`src/hw/rtl/msb_pkg.sv`:
```
package msb_pkg;

  localparam int STORE_DEPTH = 1024;
  localparam int ADDR_W = $clog2(STORE_DEPTH);
  localparam int DATA_W = 8;
  localparam int SCREEN_WIDTH_DEF = 128;
  localparam int SCREEN_HEIGHT_DEF = 64;

  typedef enum logic [1:0] {
    CMD_CLEAR = 2'd0,
    CMD_DRAW  = 2'd1,
    CMD_READ  = 2'd2
  } cmd_e;

  // Source of the frame store read address.
  typedef enum logic [1:0] {
    RD_HOST  = 2'd0,
    RD_BYTE0 = 2'd1,
    RD_BYTE1 = 2'd2
  } rd_sel_e;

  typedef struct packed {
    logic    load;
    logic    rd_en;
    rd_sel_e rd_sel;
    logic    wr_sweep;
    logic    wr_byte0;
    logic    wr_byte1;
    logic    res_load;
    logic    out_load;
  } ctrl_cmd_t;

  typedef struct packed {
    logic sweep_last;
  } dp_status_t;

endpackage

```
`src/hw/rtl/msb_ctrl.sv`:
```
module msb_ctrl import msb_pkg::*; (
  input  logic       clk_i,
  input  logic       rst_ni,
  input  logic       in_valid_i,
  output logic       in_ready_o,
  input  logic [1:0] cmd_i,
  output logic       out_valid_o,
  input  logic       out_ready_i,
  input  dp_status_t status_i,
  output ctrl_cmd_t  cmd_o
);

  typedef enum logic [7:0] {
    ST_INIT  = 8'b0000_0001,
    ST_IDLE  = 8'b0000_0010,
    ST_CLR   = 8'b0000_0100,
    ST_RD0   = 8'b0000_1000,
    ST_RMW0  = 8'b0001_0000,
    ST_RMW1  = 8'b0010_0000,
    ST_RDOUT = 8'b0100_0000,
    ST_DONE  = 8'b1000_0000
  } state_e;

  state_e state_q, state_d;
  logic   out_valid_q, out_valid_d;
  logic   is_draw_q, is_draw_d;
  logic   accept;

  assign in_ready_o = (state_q == ST_IDLE);
  assign accept = in_valid_i && in_ready_o;
  assign out_valid_o = out_valid_q;

  always_comb begin
    state_d = state_q;
    is_draw_d = is_draw_q;
    cmd_o = '0;
    cmd_o.rd_sel = RD_HOST;
    case (state_q)
      ST_INIT: begin
        cmd_o.wr_sweep = 1'b1;
        if (status_i.sweep_last) begin
          state_d = ST_IDLE;
        end
      end
      ST_IDLE: begin
        if (accept) begin
          cmd_o.load = 1'b1;
          is_draw_d = (cmd_i == CMD_DRAW);
          case (cmd_i)
            CMD_CLEAR: state_d = ST_CLR;
            CMD_DRAW:  state_d = ST_RD0;
            CMD_READ:  state_d = ST_RD0;
            default:   state_d = ST_DONE;
          endcase
        end
      end
      ST_CLR: begin
        cmd_o.wr_sweep = 1'b1;
        if (status_i.sweep_last) begin
          state_d = ST_DONE;
        end
      end
      ST_RD0: begin
        cmd_o.rd_en = 1'b1;
        cmd_o.rd_sel = is_draw_q ? RD_BYTE0 : RD_HOST;
        state_d = is_draw_q ? ST_RMW0 : ST_RDOUT;
      end
      ST_RMW0: begin
        // The first byte is written back while the second one is fetched.
        cmd_o.wr_byte0 = 1'b1;
        cmd_o.rd_en = 1'b1;
        cmd_o.rd_sel = RD_BYTE1;
        state_d = ST_RMW1;
      end
      ST_RMW1: begin
        cmd_o.wr_byte1 = 1'b1;
        state_d = ST_DONE;
      end
      ST_RDOUT: begin
        cmd_o.res_load = 1'b1;
        state_d = ST_DONE;
      end
      ST_DONE: begin
        if (!out_valid_q || out_ready_i) begin
          cmd_o.out_load = 1'b1;
          state_d = ST_IDLE;
        end
      end
      default: begin
        state_d = ST_IDLE;
      end
    endcase
  end

  always_comb begin
    out_valid_d = out_valid_q;
    if (cmd_o.out_load) begin
      out_valid_d = 1'b1;
    end else if (out_ready_i) begin
      out_valid_d = 1'b0;
    end
  end

  always_ff @(posedge clk_i or negedge rst_ni) begin
    if (!rst_ni) begin
      state_q <= ST_INIT;
      out_valid_q <= 1'b0;
      is_draw_q <= 1'b0;
    end else begin
      state_q <= state_d;
      out_valid_q <= out_valid_d;
      is_draw_q <= is_draw_d;
    end
  end

endmodule

```
`config.mk`:
```
export PLATFORM = sky130hd
export DESIGN_NAME = msb_ctrl
export DESIGN_NICKNAME = d
export VERILOG_FILES = /design/src/hw/rtl/msb_pkg.sv /design/src/hw/rtl/msb_ctrl.sv
export SDC_FILE = /design/constraint.sdc
export NUM_CORES = 1
export LEC_CHECK = 0
export BUFFER_PORTS_ARGS = -buffer_cell sky130_fd_sc_hd__buf_2
export CAP_MARGIN = 20
export CORE_MARGIN = 2
export CORE_UTILIZATION = 47
export DETAILED_ROUTE_END_ITERATION = 8
export GPL_TIMING_DRIVEN = 0
export PLACE_DENSITY = 0.82
export SYNTH_ARGS = -nofsm -noshare
export SYNTH_HDL_FRONTEND = slang
export SYNTH_SLANG_ARGS = --single-unit
```
`constraint.sdc`:
```
create_clock -name clk_i -period 2.4 [get_ports clk_i]
set_clock_uncertainty 0.15 [all_clocks]
set_input_delay 0.12 -clock clk_i [delete_from_list [all_inputs] [get_ports clk_i]]
set_output_delay 0.12 -clock clk_i [all_outputs]
set_load 0.01 [all_outputs]
```
==> key figures <==
Outcome
  – Status: completed

Cells and area
  – Diodes inserted: 0
  – Layout cell share with drive strength beyond 1: 37.0%
  – Area Growth Syn to Fin: 24.6%
  – Storage element area: ~250 um2
  – Fin util: between 60% and 70%
  – Filler cells: around 120
  – Area of the multi-input gates: 394 um2
  – Nets: approximately 100

Timing
  – Final setup viols: 0
  – Pins Over Slew Limit: 0
  – Worst setup margin: approximately 170 ps
  – Worst Max-Slew Pin Slew: 376 ps
  – Tcrit/Tclk final: approximately 93%
  – Tmin final: 2230 ps
  – Max Fclk: 0.448 GHz
  – Relative slew slack: approximately 75%
  – Setup_tns: 0 ps
  – RSZ-0062 raised after global routing: no
  – Final hold vios: 0

Worst setup path
  – Worst EP required: around 2100 ps
  – Startpoint Class: register
  – Worst Path Arrival: ~2000 ps
  – CP Class: register to output pin
  – Critical path endpoint category: output pin
  – CP max FO: 6

Clocking
  – Post-CTS Resized: 0
  – Clock transition at the registers of the reported paths: approximately 70 ps
  – CTS buffer count: 3
  – Clock insertion delay at the later pin of the skew report: 280 ps
  – H-Tree Depth: 1
  – Clock sinks: 10
  – CTS Hold Buffers Added: 3
  – Root buf cell: clkbuf_4
  – Setup Buffers After CTS: 0
  – TritonCTS clock tree: yes
  – Clock tree buffer depth: 2

Pwr
  – Flop pwr share: 28.5%
  – Worst IR Drop VDD: 0.000483 V
  – Combinational share of power: 53.5%
  – Pint: roughly 0.00054 W
  – Clock power frac: between 10% and 20%
  – Switching power total: roughly 0.00035 W
  – Pwr dens: between 1000 and 1500 nW/um2
  – P_leak: 0.443 nW
  – Switching part of the total: 39.0%

Place
  – Pre-CTS setup slack: about 360 ps
  – Port buffer count: 17
  – Post-DP HPWL: ~1000 um
  – GPL Wtd Cong: approximately 0.80

Global route
  – Total track usage: a little under a fifth
  – Largest net degree at the start of global routing: 11
  – First-pass GRT wire length: roughly 2500 um
  – Antenna violations before repair: 0
  – Grt ovf: 0
  – Vias in the first global route: around 520

Run
  – Maximum capacitance violations: 0

Synth
  – Syn_nets: 78
  – Yosys warning total: 0
  – Register area share after synthesis: 36.4%
  – Post-synth top area share: 32.6%
  – Synth Register Bits: 10
  – Synth Instances: 68
  – Area leader, netlist: dfrtp_1
  – Largest cells by area after synthesis: dfrtp_1 33%, ha_1 5.4%, nor4b_1 5.1%, and4b_1 4.3%, dfstp_2 3.8%
  – Avg Inst Size Synth: 10.2 um2
  – Synth Cell Area: 691 um2
  – Unique masters post-synth: 32

Route
  – Pre-antenna DRT Iters: 4
  – Final wirelength: around 1400 um
  – Vias: between 600 and 700
  – Vias/cell: between 5 and 6
  – Drt initial violations: 20
  – # DRC: 0
  – Detail Route Antenna Nets: 0
  – Wire length per cell: roughly 13 um

Floorplan
  – Die area: between 1500 and 2000 um2
  – Initial Util: roughly half
  – Cell row count: 13
  – Chip width: roughly 42 um
  – Core ar.: roughly 1300 um2
  – Io pins: 18
  – Die height: approximately 42 um

Min path
  – Worst hold path class: input port to register
## per-layer routing
layer | global-route usage (%) | wire [um]
met1 | 24.5 | 650
met2 | 28.3 | 660
met3 | 5.17 | 67
met4 | 9.38 | 37
met5 | 0 | 0
## area by class of cell
type | count | area share, %
Sequential cell | 10 | 29.2
Clock buffer | 4 | 4.22
Timing Repair Buffer | 20 | 13.4
Buffer | 5 | 3.49
Inverter | 4 | 1.74
Multi-Input combinational cell | 49 | 45.8
Tap cell | 15 | 2.18
## cell families after synthesis
logic type,Yosys count,synth area share [%]
flip-flops,10,36.4
buffers and inverters,9,6.52
multiplexers,2,3.62
AND/OR/NAND/NOR,35,34.4
AO/OA/AOI/OAI,6,9.78
adder cells (fa/ha/maj),3,5.44
XOR/XNOR,3,3.81
## path summary, 6_finish.rpt
kind                                   from          end  slack [ps]  cells past startpoint
min in group asynchronous            rst_ni   state_q[5]          80                      2
worst min-delay path            out_ready_i  out_valid_o          30                      3
worst max-delay path             state_q[5]     cmd_o[8]         170                      4
worst min register to register    is_draw_q   state_q[6]         270                      1
worst max register to register   state_q[2]   state_q[1]         340                      5
max in group asynchronous            rst_ni   state_q[0]        1770                      2
## sequential cells by signal (all words and copies together), names as in the netlist
signal       flops
out_valid_o      1
is_draw_q        1
state_q          8
## critical path, stage by stage, from the launching register on
cell and delay [ps]:
dfrtp_1 450, or4_4 600, and4bb_4 360, and2_1 150, buf_2 130
## cells in the final DEF, fill, tap and decap left out, drive strengths merged
master	instances
o21ai	1
dlygate4sd3	3
mux2i	1
a21o	1
clkbuf	4
xnor2	3
nor2	7
or4	2
and4bb	1
nor4	3
nor3	2
nand2b	2
dfrtp	9
nor4b	4
nor3b	2
o2bb2ai	1
o21a	1
mux2	1
and4b	3
buf	22
nand4b	1
and2	1
ha	3
inv	4
a2111oi	1
dfstp	1
and3	1
nand3	2
nor2b	1
o32a	1
nand2	3
## cell usage after synthesis
cell / number
nor3b_1: 2
nor4_2: 1
dfstp_2: 1
nor2b_1: 1
mux2_4: 1
and2_1: 1
o2bb2ai_1: 1
o32a_4: 1
nand4b_1: 1
or4_4: 1
o21ai_1: 1
nor2_1: 7
inv_1: 4
ha_1: 3
mux2i_1: 1
nand2b_1: 2
and4b_1: 3
and4bb_4: 1
buf_2: 3
and3_1: 1
o21a_2: 1
nor4b_1: 4
nor3_1: 2
dfrtp_1: 9
nand3_1: 2
xnor2_1: 3
a2111oi_2: 1
or4_1: 1
a21o_1: 1
nor4_1: 2
buf_4: 2
nand2_1: 3
## power by group through the flow
stage	sequential (W)	combinational, W	clock, W
final	0.000254	0.000477	0.000160
after global routing	0.000259	0.000532	0.000170
after detailed placement	0.000255	0.000475	0
after CTS	0.000252	0.000481	0.000163
after floorplan	0.000251	0.000367	0
after global placement	0.000252	0.000464	0
## stage by stage
stage               cell area [um2]  power, W  instances  hold WS [ps]
CTS                             861  0.000895        107          33.2
finish                          861  0.000890        107          31.4
global route                    861  0.000961        107          63.1
detailed placement              795  0.000730        100          -155
global placement                795  0.000716        100          -157
floorplan                       691  0.000618         68          -326
(Power assumes the default switching activity.)
